[config.mk]
export PLATFORM = sky130hd
export DESIGN_NAME = cel_front
export DESIGN_NICKNAME = d
export VERILOG_FILES = /design/src/sv/cel_pkg.sv /design/src/sv/cel_front.sv
export SDC_FILE = /design/constraint.sdc
export NUM_CORES = 1
export LEC_CHECK = 0
export BUFFER_PORTS_ARGS = -buffer_cell sky130_fd_sc_hd__buf_4
export CAP_MARGIN = 20
export CORE_MARGIN = 2
export CORE_UTILIZATION = 30
export CTS_BUF_LIST = sky130_fd_sc_hd__clkbuf_4
export DETAILED_ROUTE_END_ITERATION = 6
export HOLD_SLACK_MARGIN = 0.1
export SETUP_SLACK_MARGIN = 0.2
export SYNTH_ARGS = -nofsm -noshare
export SYNTH_HDL_FRONTEND = slang
export SYNTH_SLANG_ARGS = --single-unit
[constraint.sdc]
create_clock -name clk -period 4.7 [get_ports clk]
set_input_delay 0.94 -clock clk [delete_from_list [all_inputs] [get_ports clk]]
set_output_delay 0.94 -clock clk [all_outputs]
set_load 0.1 [all_outputs]
[src/sv/cel_pkg.sv]
// ----------------------------------------------------------------------------
// cel_pkg
// Shared types and constants for the circular event log.
// ----------------------------------------------------------------------------
package cel_pkg;

  localparam logic [2:0] CMD_APPEND = 3'd0;
  localparam logic [2:0] CMD_READ   = 3'd1;
  localparam logic [2:0] CMD_DIR    = 3'd2;
  localparam logic [2:0] CMD_LIMIT  = 3'd3;
  localparam logic [2:0] CMD_CLEAR  = 3'd4;

  localparam int FQ_DEPTH = 2;
  localparam int OQ_DEPTH = 4;
  localparam int OQ_AW    = $clog2(OQ_DEPTH);

  typedef enum logic [2:0] {
    OP_NONE   = 3'd0,
    OP_APPEND = 3'd1,
    OP_READ   = 3'd2,
    OP_DIR    = 3'd3,
    OP_LIMIT  = 3'd4,
    OP_CLEAR  = 3'd5
  } op_kind_t;

  typedef struct packed {
    op_kind_t           kind;
    logic signed [31:0] stamp;
    logic [7:0]         evt;
    logic               backward;
    logic [7:0]         limit;
  } op_t;

  typedef struct packed {
    logic               has_record;
    logic signed [31:0] stamp;
    logic [7:0]         evt;
    logic [7:0]         count;
  } res_t;

endpackage

[src/sv/cel_front.sv]
// ----------------------------------------------------------------------------
// cel_front
// Input queue: accepts items, decodes the command and holds them for the back.
// ----------------------------------------------------------------------------
module cel_front
  import cel_pkg::*;
(
  input  logic               clk,
  input  logic               rst_n,
  input  logic               push,
  output logic               full,
  input  logic [2:0]         in_cmd,
  input  logic signed [31:0] in_stamp_in,
  input  logic [7:0]         in_event_in,
  input  logic               in_backward_in,
  input  logic [7:0]         in_limit_in,
  output logic               op_valid,
  output op_t                op,
  input  logic               op_take
);

  localparam int FAW = $clog2(FQ_DEPTH);

  op_t              q_r [FQ_DEPTH];
  logic [FAW-1:0]   wptr_r, rptr_r;
  logic [FAW:0]     cnt_r;
  op_kind_t         kind;
  logic             do_push;

  always_comb begin
    case (in_cmd)
      CMD_APPEND: kind = OP_APPEND;
      CMD_READ:   kind = OP_READ;
      CMD_DIR:    kind = OP_DIR;
      CMD_LIMIT:  kind = OP_LIMIT;
      CMD_CLEAR:  kind = OP_CLEAR;
      default:    kind = OP_NONE;
    endcase
  end

  assign full     = (cnt_r == (FAW+1)'(FQ_DEPTH));
  assign do_push  = push && !full;
  assign op_valid = (cnt_r != '0);
  assign op       = q_r[rptr_r];

  always_ff @(posedge clk) begin
    if (do_push) begin
      q_r[wptr_r] <= '{kind: kind, stamp: in_stamp_in, evt: in_event_in,
                       backward: in_backward_in, limit: in_limit_in};
    end
  end

  always_ff @(posedge clk) begin
    if (!rst_n) begin
      wptr_r <= '0;
      rptr_r <= '0;
      cnt_r  <= '0;
    end else begin
      if (do_push) wptr_r <= wptr_r + 1'b1;
      if (op_take) rptr_r <= rptr_r + 1'b1;
      cnt_r <= cnt_r + (FAW+1)'(do_push) - (FAW+1)'(op_take);
    end
  end

endmodule

=== After elaboration in Yosys (flattened, before gate mapping) ===
Memory sizes are Yosys's and may differ from the RTL's. A register that Yosys moved wholly into a read port is not among the register bits.
Index checks and enable logic that the tools add are counted.

* Register bits: 4
* Latch bits: 0
* Memories kept: 1
* Memory bits (read-only): 0
* Word-level logic and storage cells: 22
* Bits in writable memories: 104
* Output and inout port bits: 54

{| class="wikitable"
|+ Memories
! memory !! words !! width !! read ports !! clocked after Yosys merged registers in !! write ports !! line !! RTL
|-
| q_r || 2 || 52 || 1 || 1 || 1 || cel_front.sv:24 || <nowiki>op_t q_r [FQ_DEPTH];</nowiki>
|}

* Bitwise gates (word level): 0
* Reductions and logical operators: 4
* Equal/unequal tests: 5
* $add $sub $neg: 4
* Multiply operators: 0
* Divide/modulo/power cells: 0
* Mux-type cells: 5
* Shifts and indexed selects: 0
* $lt $le $gt $ge: 0

{| class="wikitable"
|+ Operators with widths
! cell !! number
|-
| $pmux 3 s5 || 1
|-
| $eq 3x2->1 const B || 2
|-
| $mux 1 || 4
|-
| $eq 3x1->1 const B || 1
|-
| $eq 3x3->1 const B || 1
|-
| $logic_not 3->1 || 1
|-
| $add 1x1->1 const B || 2
|-
| $add 2x1->2 || 1
|-
| $eq 2x2->1 const B || 1
|-
| $reduce_bool 2->1 || 1
|-
| $sub 2x1->2 || 1
|-
| $logic_and 1x1->1 || 1
|-
| $logic_not 1->1 || 1
|}

=== Logic depth before layout (Yosys ltp) ===
* Word-level depth: 5
* Depth in mapped cells: 8
* Depth with buffers taken out: 8

=== Worst setup path after synthesis ===
No wires, ideal clock.

* Path kind: input to register
* Start: input port push
* End: memory q_r[0][0] (netlist bit), enable pin
* Required time: 4238 ps
* Stages: 2
* Arrival: 3214 ps
* Path slack: 1024 ps
* Path through: nand2_1 > nor2_1

* Word-level cells in the longest chain between the ends: 3

{| class="wikitable"
|+ Ends and longest elaborated chain
! what !! line !! RTL
|-
| start, declared || cel_front.sv:10 || <nowiki>input logic push,</nowiki>
|-
| $logic_and 1x1->1 || cel_front.sv:42 || <nowiki>assign do_push = push && !full;</nowiki>
|-
| $mux 1 || cel_front.sv:47 || <nowiki>if (do_push) begin</nowiki>
|-
| $mux 1 (implied by the code) || cel_front.sv:48 || <nowiki>q_r[wptr_r] <= '{kind: kind, stamp: in_stamp_in, evt: in_event_in,</nowiki>
|-
| end, declared || cel_front.sv:24 ||
|}

Every way passes these cells.

==> results.md <==
- Synthesis-to-finish area growth: 24.86%
- GRT Overall Usage: 0.09985
- Multi-input combinational cell area: 930.9 µm²
- Post-synth top area share: 0.7318
- Reg area: 3227 µm²
- WHS: 0.5334 ns
- Initial antenna violation count: 1
- CP max FO: 52
- CTS tree: done
- Layer with the highest usage: met2
- Largest net degree at the start of global routing: 53
- Leak: 0.002085 µW
- Die W: 123.3 µm
- Cell area after synthesis: 4268 µm²
- Synth area leader: edfxtp_1
- Final Max Tran Viols: 0
- PD cells: 532.6 nW/µm²
- Die Y: 123.3 µm
- Top-count cell post-synth: edfxtp_1
- Max-Cap Viols: 0
- Flops & latches, synth: 109
- Starting DRT DRC Count: 76
- Initial Util: 0.3075
- Root Buffer: clkbuf_4
- FILL cells: 1331
- PnR Total Power: 2838 µW
- Cells after synthesis: 194
- Port bufs: 109
- Vias per cell: 4.212
- Max-Slew Margin vs Limit: 0.3331
- YS warnings: 0
- Antenna-violating nets left: 0
- Synth area leaders: edfxtp_1, mux2_4, buf_12
- M1 GR Usage: 0.1209
- CTS H-tree lvls: 3
- CP required: 3.76 ns
- Critical path launch point type: register
- Seq/Total Area, Yosys: 0.7552
- First-pass GRT wire length: 11.01 mm
- Gr ovfl total: 0
- Iteration count of the initial detailed-routing pass: 4
- Core ar.: 13880 µm²
- Outcome: finished, final reports clean
- TritonCTS buffer count: 9
- Main synth FF type: edfxtp_1
- Global routing usage on met2: 0.1573
- # IOs: 110
- Setup crit end kind: primary output
- Worst IR drop on VDD: 0.3951 mV
- Placed instance area: 5228 µm²
- Distinct cell type count after synthesis: 19
- Final nets: 368
- Final worst setup slack: 1.592 ns
- Sequential share of power: 0.455
- Comb pwr share: 0.408
- Synthesized Nets: 252
- Internal power: 1626 µW
- Worst-Skew Late Latency: 0.47 ns
- Kind of critical path: reg2out
- Final WL: 7.409 mm
- DP HPWL: 4.735 mm
- Wire length per cell: 14.97 µm
- Pre-CTS setup slack: 1.932 ns
- Hold Path Class: reg2reg
- M3 GR Usage: 0.03598
- Final hold vios: 0
- CP arrival: 2.17 ns
- Post-synth top cells: edfxtp_1, mux2_4, nor2_1
- Number of global-route vias before repair: 2175
- Syn Area/Cell: 22.00 µm²
- Clk buf depth: 2
- DR vias: 2085
- Fin Clk Skew: 0.01006 ns
- Die area: 15200 µm²
- P_sw: 1212 µW
- FFs w/ async S/R, synth: 0
- Layout cells sized above 1: 0.5764
- RePlAce Congestion: 0.6155
- Setup_tns: 0 ns
- Setup bufs post-CTS: 0
- Fin crit period: 3.108 ns
- RSZ-0062 raised after global routing: no
- Final instance area: 5329 µm²
- Setup violators final: 0
- DRC viols: 0
- Switching Share: 0.4272
- Cell row count: 43
- Reg clk slew, reported paths: 0.15 ns
- Clock Power Share: 0.137
- Worst Tran Pin Value: 1.000 ns
- Number of synthesized flops with an enable pin: 104
- # resized after CTS: 0
- CTS sink count: 109
- Hold_buf cts: 0
- Fmax: 321.8 MHz
- Tcrit/Tclk final: 0.6612
==> per-layer routing <==
metal	vias to the layer above	part of all wire	routed length (µm)
met5	-	0	0
met4	0	0.018	134
met3	13	0.064	476
met2	63	0.50	3720
met1	1038	0.42	3077
li1	971	-	-
==> sequential cells by signal, indices dropped and copies added (netlist names), named ones only <==
| register | flops |
|---|---|
| q_r | 104 |
| cnt_r | 2 |
| rptr_r | 1 |
| wptr_r | 1 |
==> path summary, 6_finish.rpt <==
path                            depth (start not counted)        end     start  slack [ns]
worst max-delay path                                    2     op[51]  register        1.59
worst min-delay path                                    2     wptr_r    wptr_r        0.53
worst max register to register                          4  q_r[0][7]  cnt_r[0]        2.54
worst min register to register                          2     wptr_r    wptr_r        0.53
==> metrics by stage <==
step | std cells | util
detailed placement | 479 | 0.3766
global placement | 479 | 0.3766
CTS | 494 | 0.3837
finish | 495 | 0.3839
global route | 495 | 0.3839
floorplan | 194 | -
==> cell families (layout without fill, tap and decap cells) <==
| logic type | Yosys count | count (layout) | share of synthesized area |
|---|---|---|---|
| adder cells (fa/ha/maj) | 2 | 2 | 0.005862 |
| buffers and inverters | 9 | 129 | 0.02873 |
| AND/OR/NAND/NOR | 15 | 15 | 0.01613 |
| other | 0 | 1 | 0 |
| AO/OA/AOI/OAI | 2 | 2 | 0.002343 |
| flip-flops | 109 | 109 | 0.7552 |
| multiplexers | 53 | 53 | 0.1835 |
| XOR/XNOR | 4 | 4 | 0.008210 |
==> placed cells by master (no fill, tap or decap) <==
| cell | instances |
|---|---|
| diode_2 | 1 |
| and3_2 | 1 |
| nor2_1 | 5 |
| mux2i_1 | 1 |
| nand2_1 | 4 |
| buf_4 | 111 |
| mux2_4 | 50 |
| nand2b_1 | 2 |
| clkbuf_4 | 9 |
| dfxtp_1 | 4 |
| a21oi_1 | 1 |
| or2_2 | 1 |
| ha_1 | 2 |
| xnor2_1 | 3 |
| clkinv_2 | 4 |
| mux2_2 | 2 |
| o21ai_0 | 1 |
| clkinvlp_4 | 1 |
| clkinv_1 | 1 |
| inv_1 | 3 |
| edfxtp_1 | 104 |
| nor2_4 | 1 |
| and2_1 | 1 |
| dfxtp_4 | 1 |
| xor2_1 | 1 |
==> power by group through the flow <==
stage / clock network [µW] / registers (µW) / logic (µW)
2_1_floorplan: 0 / 1290 / 980
3_3_place_gp: 0 / 1310 / 1170
3_5_place_dp: 0 / 1320 / 1170
4_1_cts: 416 / 1290 / 1170
5_1_grt: 449 / 1310 / 1200
6_report: 390 / 1290 / 1160
==> layout make-up <==
cell class | instances | area share
Antenna cell | 1 | 0.0004696
Timing Repair Buffer | 111 | 0.1564
Inverter | 3 | 0.002113
Clock inverter | 6 | 0.005870
Multi-Input combinational cell | 76 | 0.1747
Sequential cell | 109 | 0.6055
Tap cell | 180 | 0.04226
Clock buffer | 9 | 0.01268
==> critical path, cell delays in order (launching register included) <==
cell and delay [ns]:
dfxtp_4 1.03, mux2_2 0.42, buf_4 0.23
Power figures use the tool's default switching activity.
