--- src/sv/cel_pkg.sv ---
// ----------------------------------------------------------------------------
// cel_pkg
// Shared types and constants for the circular event log.
// ----------------------------------------------------------------------------
package cel_pkg;

  localparam logic [2:0] CMD_APPEND = 3'd0;
  localparam logic [2:0] CMD_READ   = 3'd1;
  localparam logic [2:0] CMD_DIR    = 3'd2;
  localparam logic [2:0] CMD_LIMIT  = 3'd3;
  localparam logic [2:0] CMD_CLEAR  = 3'd4;

  localparam int FQ_DEPTH = 2;
  localparam int OQ_DEPTH = 4;
  localparam int OQ_AW    = $clog2(OQ_DEPTH);

  typedef enum logic [2:0] {
    OP_NONE   = 3'd0,
    OP_APPEND = 3'd1,
    OP_READ   = 3'd2,
    OP_DIR    = 3'd3,
    OP_LIMIT  = 3'd4,
    OP_CLEAR  = 3'd5
  } op_kind_t;

  typedef struct packed {
    op_kind_t           kind;
    logic signed [31:0] stamp;
    logic [7:0]         evt;
    logic               backward;
    logic [7:0]         limit;
  } op_t;

  typedef struct packed {
    logic               has_record;
    logic signed [31:0] stamp;
    logic [7:0]         evt;
    logic [7:0]         count;
  } res_t;

endpackage

--- src/sv/cel_outq.sv ---
// ----------------------------------------------------------------------------
// cel_outq
// Result queue between the executor and the result ports.
// ----------------------------------------------------------------------------
module cel_outq
  import cel_pkg::*;
(
  input  logic           clk,
  input  logic           rst_n,
  input  logic           res_valid,
  input  res_t           res,
  output logic [OQ_AW:0] level,
  output logic           empty,
  input  logic           pop,
  output res_t           head
);

  res_t             q_r [OQ_DEPTH];
  logic [OQ_AW-1:0] wptr_r, rptr_r;
  logic [OQ_AW:0]   cnt_r;
  logic             do_pop;

  assign empty  = (cnt_r == '0);
  assign do_pop = pop && !empty;
  assign level  = cnt_r;
  assign head   = q_r[rptr_r];

  always_ff @(posedge clk) begin
    if (res_valid) q_r[wptr_r] <= res;
  end

  always_ff @(posedge clk) begin
    if (!rst_n) begin
      wptr_r <= '0;
      rptr_r <= '0;
      cnt_r  <= '0;
    end else begin
      if (res_valid) wptr_r <= wptr_r + 1'b1;
      if (do_pop)    rptr_r <= rptr_r + 1'b1;
      cnt_r <= cnt_r + (OQ_AW+1)'(res_valid) - (OQ_AW+1)'(do_pop);
    end
  end

endmodule

--- config.mk ---
export PLATFORM = sky130hd
export DESIGN_NAME = cel_outq
export DESIGN_NICKNAME = d
export VERILOG_FILES = /design/src/sv/cel_pkg.sv /design/src/sv/cel_outq.sv
export SDC_FILE = /design/constraint.sdc
export NUM_CORES = 1
export LEC_CHECK = 0
export ABC_AREA = 0
export BUFFER_PORTS_ARGS = -buffer_cell sky130_fd_sc_hd__buf_2
export CORE_AREA = 2 2 133 135
export DETAILED_ROUTE_END_ITERATION = 7
export DIE_AREA = 0 0 135 137
export SLEW_MARGIN = 20
export SYNTH_ARGS = -nofsm -noshare
export SYNTH_HDL_FRONTEND = slang
export SYNTH_SLANG_ARGS = --single-unit
--- constraint.sdc ---
create_clock -name clk -period 3.3 [get_ports clk]
set_input_delay 0.495 -clock clk [delete_from_list [all_inputs] [get_ports clk]]
set_output_delay 0.495 -clock clk [all_outputs]
set_load 0.01 [all_outputs]
======== Word level (Yosys, flattened, before mapping) ========
Memory sizes are Yosys's and may differ from the RTL's. A register that Yosys moved wholly into a read port is not among the register bits.
Index checks and enable logic that the tools add are counted.
storage, ports and cells
  register bits ........................... 7
  input bits .............................. 53
  output and inout port bits .............. 53
  memory bits (writable) .................. 196
  memories kept ........................... 1
memories
  name  depth  width  rd ports  clocked after Yosys merged registers in  wr ports  RTL line        text
  q_r   4      49     1         1                                        1         cel_outq.sv:18  res_t q_r [OQ_DEPTH];
cells by class
  $add $sub $neg .......................... 4
  muxes and demuxes ....................... 4
  reductions and logical operators ........ 3
operator list
  cell                   count
  $add A2 B1 Y2 const B  2
  $mux W2                2
  $add A3 B1 Y3          1
  $logic_not A3 Y1       1
  $sub A3 B1 Y3          1
  $mux W1                2
  $logic_and A1 B1 Y1    1
  $logic_not A1 Y1       1

======== Depth between registers and ports, before layout ========
Gate-level depths: netlist of the first run.
  depth after elaboration ................. 5
  mapped depth ............................ 8
  depth with buffers taken out ............ 8

======== Least setup slack after synthesis of the first run ========
OpenSTA, ideal clock, no wires.
  path kind ............................... register to register
  start ................................... register wptr_r[0]
  end ..................................... memory q_r[2][0] (netlist name), enable pin
  data required time ...................... 2.889 ns
  setup slack ............................. 1.178 ns
  library setup time ...................... 0.411 ns
  stages on the path, launching flop included .. 4
  data arrival time ....................... 1.710 ns
  cells stage by stage .................... dfxtp_1 inv_1 ha_1 and2_1
RTL lines
  element                   RTL line        text
  start: declaration        cel_outq.sv:19  logic [OQ_AW-1:0] wptr_r, rptr_r;
  start signal: assignment  cel_outq.sv:38  if (res_valid) wptr_r <= wptr_r + 1'b1;
  end: declaration          cel_outq.sv:18
Straight into the memory's write port.

==> results of run 1 <==
==> cell usage in the layout (no fill, tap or decap), types with 3 or more instances in the layout <==
cell type,n
clkinv_2,3
ha_1,6
clkbuf_1,3
inv_1,5
mux4_2,47
buf_2,105
mux2i_1,4
and2_2,4
nor2b_1,3
dfxtp_1,7
edfxtp_1,196
buf_12,5
clkbuf_16,21
clkinv_1,6
==> registers in the layout (all words and copies together) (netlist names), named ones only <==
name and count:
q_r 196, wptr_r 2, rptr_r 2, level 3
==> per-layer routing <==
layer	vias to the layer above	part of all wire [%]	wire [microns]
met2	97	49	6480
met4	0	2.1	276
li1	1515	-	-
met1	1808	43	5780
met5	-	0	0
met3	25	5.9	791
==> cells by family (layout without fill, tap and decap cells) <==
| kind of cell | Yosys count | in the layout | synth area share, % |
|---|---|---|---|
| XOR/XNOR | 2 | 2 | 0.414 |
| buffers and inverters | 16 | 154 | 1.51 |
| other | 0 | 1 | 0 |
| AO/OA/AOI/OAI | 2 | 2 | 0.232 |
| AND/OR/NAND/NOR | 14 | 14 | 1.08 |
| adder cells (fa/ha/maj) | 7 | 7 | 1.26 |
| flip-flops | 205 | 205 | 80.3 |
| multiplexers | 53 | 53 | 15.2 |
==> layout make-up <==
class,count,area [sq um],share of cell area [%]
antenna,1,2.50,0.0277
clock buffer,24,537,5.93
clock inverter,13,114,1.26
inverter,5,18.8,0.207
multi-input combinational,78,1380,15.3
sequential,205,6070,67.1
tap,225,282,3.11
timing repair buffer,112,641,7.08
==> through the flow <==
| stage | area [sq um] | hold WS (ns) | std cells |
|---|---|---|---|
| after floorplan | 7560 | 0.449 | 299 |
| after global placement | 8390 | 0.454 | 625 |
| after detailed placement | 8390 | 0.463 | 625 |
| after CTS | 9040 | 0.199 | 662 |
| after global routing | 9040 | 0.203 | 662 |
| final | 9050 | 0.216 | 663 |
==> final timing paths <==
path	slack (ns)	to
min reg2reg	0.49	flip-flop
max reg2reg	1.30	level[2]
min	0.22	q_r[1][29]
max	0.65	head[0]
==> power breakdown <==
part | internal (mW) | switching, mW
combinational | 0.572 | 0.522
clock | 1.32 | 0.911
sequential | 3.01 | 0.0964
==> worst max-delay path, cell delays in order, from the launching register on <==
cell,delay [ns]
dfxtp_2,0.75
buf_4,0.40
mux4_2,0.35
buf_2,0.16
==> flow_summary.json, run 1 <==
{
  "synth_ff_type": "edfxtp_1",
  "rsz0062_at_grt": "false",
  "totalWireLength_mm": 13.3,
  "syn_area_per_cell_sq_um": 25.3,
  "ys_seq_elements": 205,
  "dp_slack_ns": 1.11,
  "rows": 48,
  "vias": 3445,
  "grt_start_max_net_pins": 40,
  "hold_buffers": 0,
  "area_growth_pct": 19.7,
  "netlist_instances": 299,
  "relSlewSlack_pct": 56.3,
  "cts-buffers-inserted": 21,
  "met3_usage_pct": 3.44,
  "worstSetupEndpointType": "output pin",
  "p_leak_nw": 3.07,
  "layout_setup_ws_ns": 0.649,
  "ctsHtreeMaxLevel": 1,
  "gp_congestion": 0.656,
  "ys_warn_count": 0,
  "io_pins": 106,
  "final_nets": 483,
  "reg2reg_depth": 8,
  "grt_usage_pct": 14.6,
  "tns_ns": 0,
  "grt_pass1_vias": 3639,
  "whs_path_depth": 1,
  "chipHeight_microns": 137,
  "power_mw": 6.43,
  "layout-drive-gt1-share_pct": 44.2,
  "grt_pass1_wl_mm": 20.3,
  "setup-violations-final": 0,
  "crit_type": "reg -> out",
  "post-route-util_pct": 53.0,
  "cp_data_required_time_ns": 2.80,
  "synth.distinct_cells": 22,
  "cts_tree": "done",
  "synth_area_leaders": "edfxtp_1, mux4_2, dfxtp_1, ha_1, mux4_1",
  "synth_most_common_cell": "edfxtp_1",
  "synth.largest_area_cell": "edfxtp_1",
  "postCtsSetupRepairBufs": 0,
  "yosysTopAreaCellShare_pct": 77.9,
  "io_buffers": 105,
  "cp_max_fo": 23,
  "ant_nets": 0,
  "status": "finished, final reports clean",
  "fin_crit_ns": 2.65,
  "synth_edf_count": 196,
  "grtUsageMet2_pct": 24.1,
  "post-dp-hpwl_mm": 8.09,
  "netlist_area_sq_mm": 0.00756,
  "drt_iter0_drc": 193,
  "r2r_start": "level[1]",
  "top_usage_layer": "met2",
  "synthArstFlopShare_pct": 0,
  "cellPowerDensity_mw_per_mm2": 710,
  "synthTopCellsByCount": "edfxtp_1, mux4_2, dfxtp_1, and2_1, ha_1",
  "cts_buffer_depth": 3,
  "worst_hold_startpoint": "res[29]",
  "dieArea_sq_mm": 0.0185,
  "crit_arrival_ns": 2.16,
  "antenna_found_initial": 0,
  "dieWidth_microns": 135,
  "clk_latency_ns": 0.49,
  "hp-class": "in -> reg",
  "synthesis.nets": 359,
  "fmax_ghz": 0.377,
  "initial_utilization_pct": 44.3,
  "grt-ovfl-total": 0,
  "fillCellCount": 1384,
  "cts_resized": 0,
  "root_buffer": "clkbuf_16",
  "wl_per_cell_microns": 20.1,
  "skew_ns": 0.00844,
  "yosysSeqAreaShare_pct": 80.3,
  "ir_worst_vdd_mv": 0.354,
  "startpoint_type": "flip-flop",
  "core_sq_mm": 0.0171,
  "grt_util_met1_pct": 19.9,
  "period_share_pct": 80.3,
  "drcViolationCount": 0,
  "finalHoldViolCount": 0,
  "maxCapViolations": 0,
  "dr.pass1.iters": 6,
  "clock_sinks": 205,
  "viasPerCell": 5.20,
  "clkTransAtPathRegs_ns": 0.06,
  "drv_slew": 0,
  "tightest_slew_ns": 0.655
}
(Power assumes the default switching activity.)
==> run 2, diff against run 1 <==
--- a/config.mk
+++ b/config.mk
@@ -10,6 +10,7 @@
 export CORE_AREA = 2 2 133 135
 export DETAILED_ROUTE_END_ITERATION = 7
 export DIE_AREA = 0 0 135 137
+export PLACE_DENSITY = 0.67
 export SLEW_MARGIN = 20
 export SYNTH_ARGS = -nofsm -noshare
 export SYNTH_HDL_FRONTEND = slang
==> constraint.sdc (replaced) <==
create_clock -name clk -period 2.3 [get_ports clk]
set_input_delay 0.345 -clock clk [delete_from_list [all_inputs] [get_ports clk]]
set_output_delay 0.345 -clock clk [all_outputs]
set_load 0.01 [all_outputs]
==> flow_summary.json, run 2 (synthesized netlist as in run 1, its figures left out) <==
{
  "multi_input_area_sq_mm": 0.00138,
  "drv_slew": 0,
  "cp_slowest_cell": "dfxtp_2",
  "root_buffer": "clkbuf_16",
  "worstPathCellList": "buf_12 -> mux4_2 -> buf_2",
  "fmax_ghz": 0.458,
  "dieArea_sq_mm": 0.0185,
  "worstSetupEndpointType": "output pin",
  "clk_latency_ns": 0.48,
  "fillCellCount": 1379,
  "hold_buffers": 0,
  "cp_top_family": "flip-flops",
  "crit_arrival_ns": 1.84,
  "layout_setup_ws_ns": 0.117,
  "vias": 3463,
  "ir_worst_vdd_mv": 0.584,
  "cts_buffer_depth": 3,
  "post-route-util_pct": 53.7,
  "regMostFlops": "q_r",
  "final_nets": 491,
  "grt_pass1_wl_mm": 20.8,
  "dieWidth_microns": 135,
  "largest_register_ffs": 196,
  "rows": 48,
  "startpoint_type": "flip-flop",
  "area_growth_pct": 21.1,
  "cts_resized": 0,
  "crit_type": "reg -> out",
  "dp.cells": 630,
  "p_leak_nw": 3.13,
  "layout_commonest_cell": "edfxtp_1",
  "grt-ovfl-total": 0,
  "critPathMaxStageDelay_ns": 0.61,
  "cp_data_required_time_ns": 1.96,
  "clkTransAtPathRegs_ns": 0.06,
  "tightest_slew_ns": 0.507,
  "ant_nets": 0,
  "postCtsSetupRepairBufs": 2,
  "drcViolationCount": 0,
  "core_sq_mm": 0.0171,
  "grt_pass1_vias": 3775,
  "io_buffers": 105,
  "post-dp-hpwl_mm": 8.37,
  "antenna_found_initial": 1,
  "viasPerCell": 5.16,
  "tns_ns": 0,
  "grt_usage_pct": 15.0,
  "ctsHtreeMaxLevel": 1,
  "skew_ns": 0.0122,
  "hp-class": "in -> reg",
  "regArea_sq_mm": 0.00607,
  "cp_max_fo": 18,
  "layout-drive-gt1-share_pct": 44.8,
  "gp_congestion": 0.668,
  "chipHeight_microns": 137,
  "final_cell_count_no_fill": 671,
  "period_share_pct": 94.9,
  "initial_utilization_pct": 44.3,
  "antennaDiodeCount": 0,
  "relSlewSlack_pct": 65.8,
  "wl_per_cell_microns": 20.3,
  "crit_buf_inv": 2,
  "clock_sinks": 205,
  "io_pins": 106,
  "cellPowerDensity_mw_per_mm2": 1020,
  "maxCapViolations": 0,
  "grt_start_max_net_pins": 34,
  "setup-violations-final": 0,
  "drt_iter0_drc": 236,
  "cts_tree": "done",
  "rsz0062_at_grt": "false",
  "status": "finished, final reports clean",
  "totalWireLength_mm": 13.6,
  "dr.pass1.iters": 4,
  "cts-buffers-inserted": 22,
  "final_cell_mix": "edfxtp_1, buf_2, mux4_2",
  "dp_slack_ns": 0.313,
  "fin_crit_ns": 2.18,
  "finalHoldViolCount": 0
}
## run 2: per-layer routing
metal	vias to the layer above	share of wire (%)	track usage [%]
li1	1532	-	-
met1	1804	42	19.6
met2	108	51	25.9
met3	17	6.2	3.63
met4	2	0.92	2.84
met5	-	0.096	0
## run 2: layout make-up
| class | count | share of cell area, % |
|---|---|---|
| sequential | 205 | 66.3 |
| multi-input combinational | 78 | 15.1 |
| timing repair buffer | 119 | 7.98 |
| clock buffer | 31 | 6.62 |
| tap | 225 | 3.08 |
| clock inverter | 8 | 0.697 |
| inverter | 5 | 0.205 |
## run 2: final timing paths
| path | cells past startpoint | startpoint | slack, ns | endpoint |
|---|---|---|---|---|
| min | 1 | res[16] | 0.08 | q_r[1][16] |
| min reg2reg | 2 | rptr_r[1] | 0.52 | flip-flop |
| max reg2reg | 8 | level[1] | 0.30 | level[2] |
| max | 3 | flip-flop | 0.12 | head[19] |
## run 2: where the power goes
| group | internal (mW) | total (mW) | leakage, nW | switching (mW) |
|---|---|---|---|---|
| sequential | 4.31 | 4.42 | 1.88 | 0.107 |
| clock | 1.94 | 3.22 | 0.324 | 1.28 |
| combinational | 0.886 | 1.70 | 0.930 | 0.814 |
## run 2: through the flow
stage	total power, mW	area [sq um]	hold WS [ns]
after floorplan	5.60	7560	0.444
after global placement	6.17	8470	0.450
after detailed placement	6.22	8470	0.485
after CTS	9.47	9150	0.0591
after global routing	9.73	9150	0.0633
final	9.34	9150	0.0800
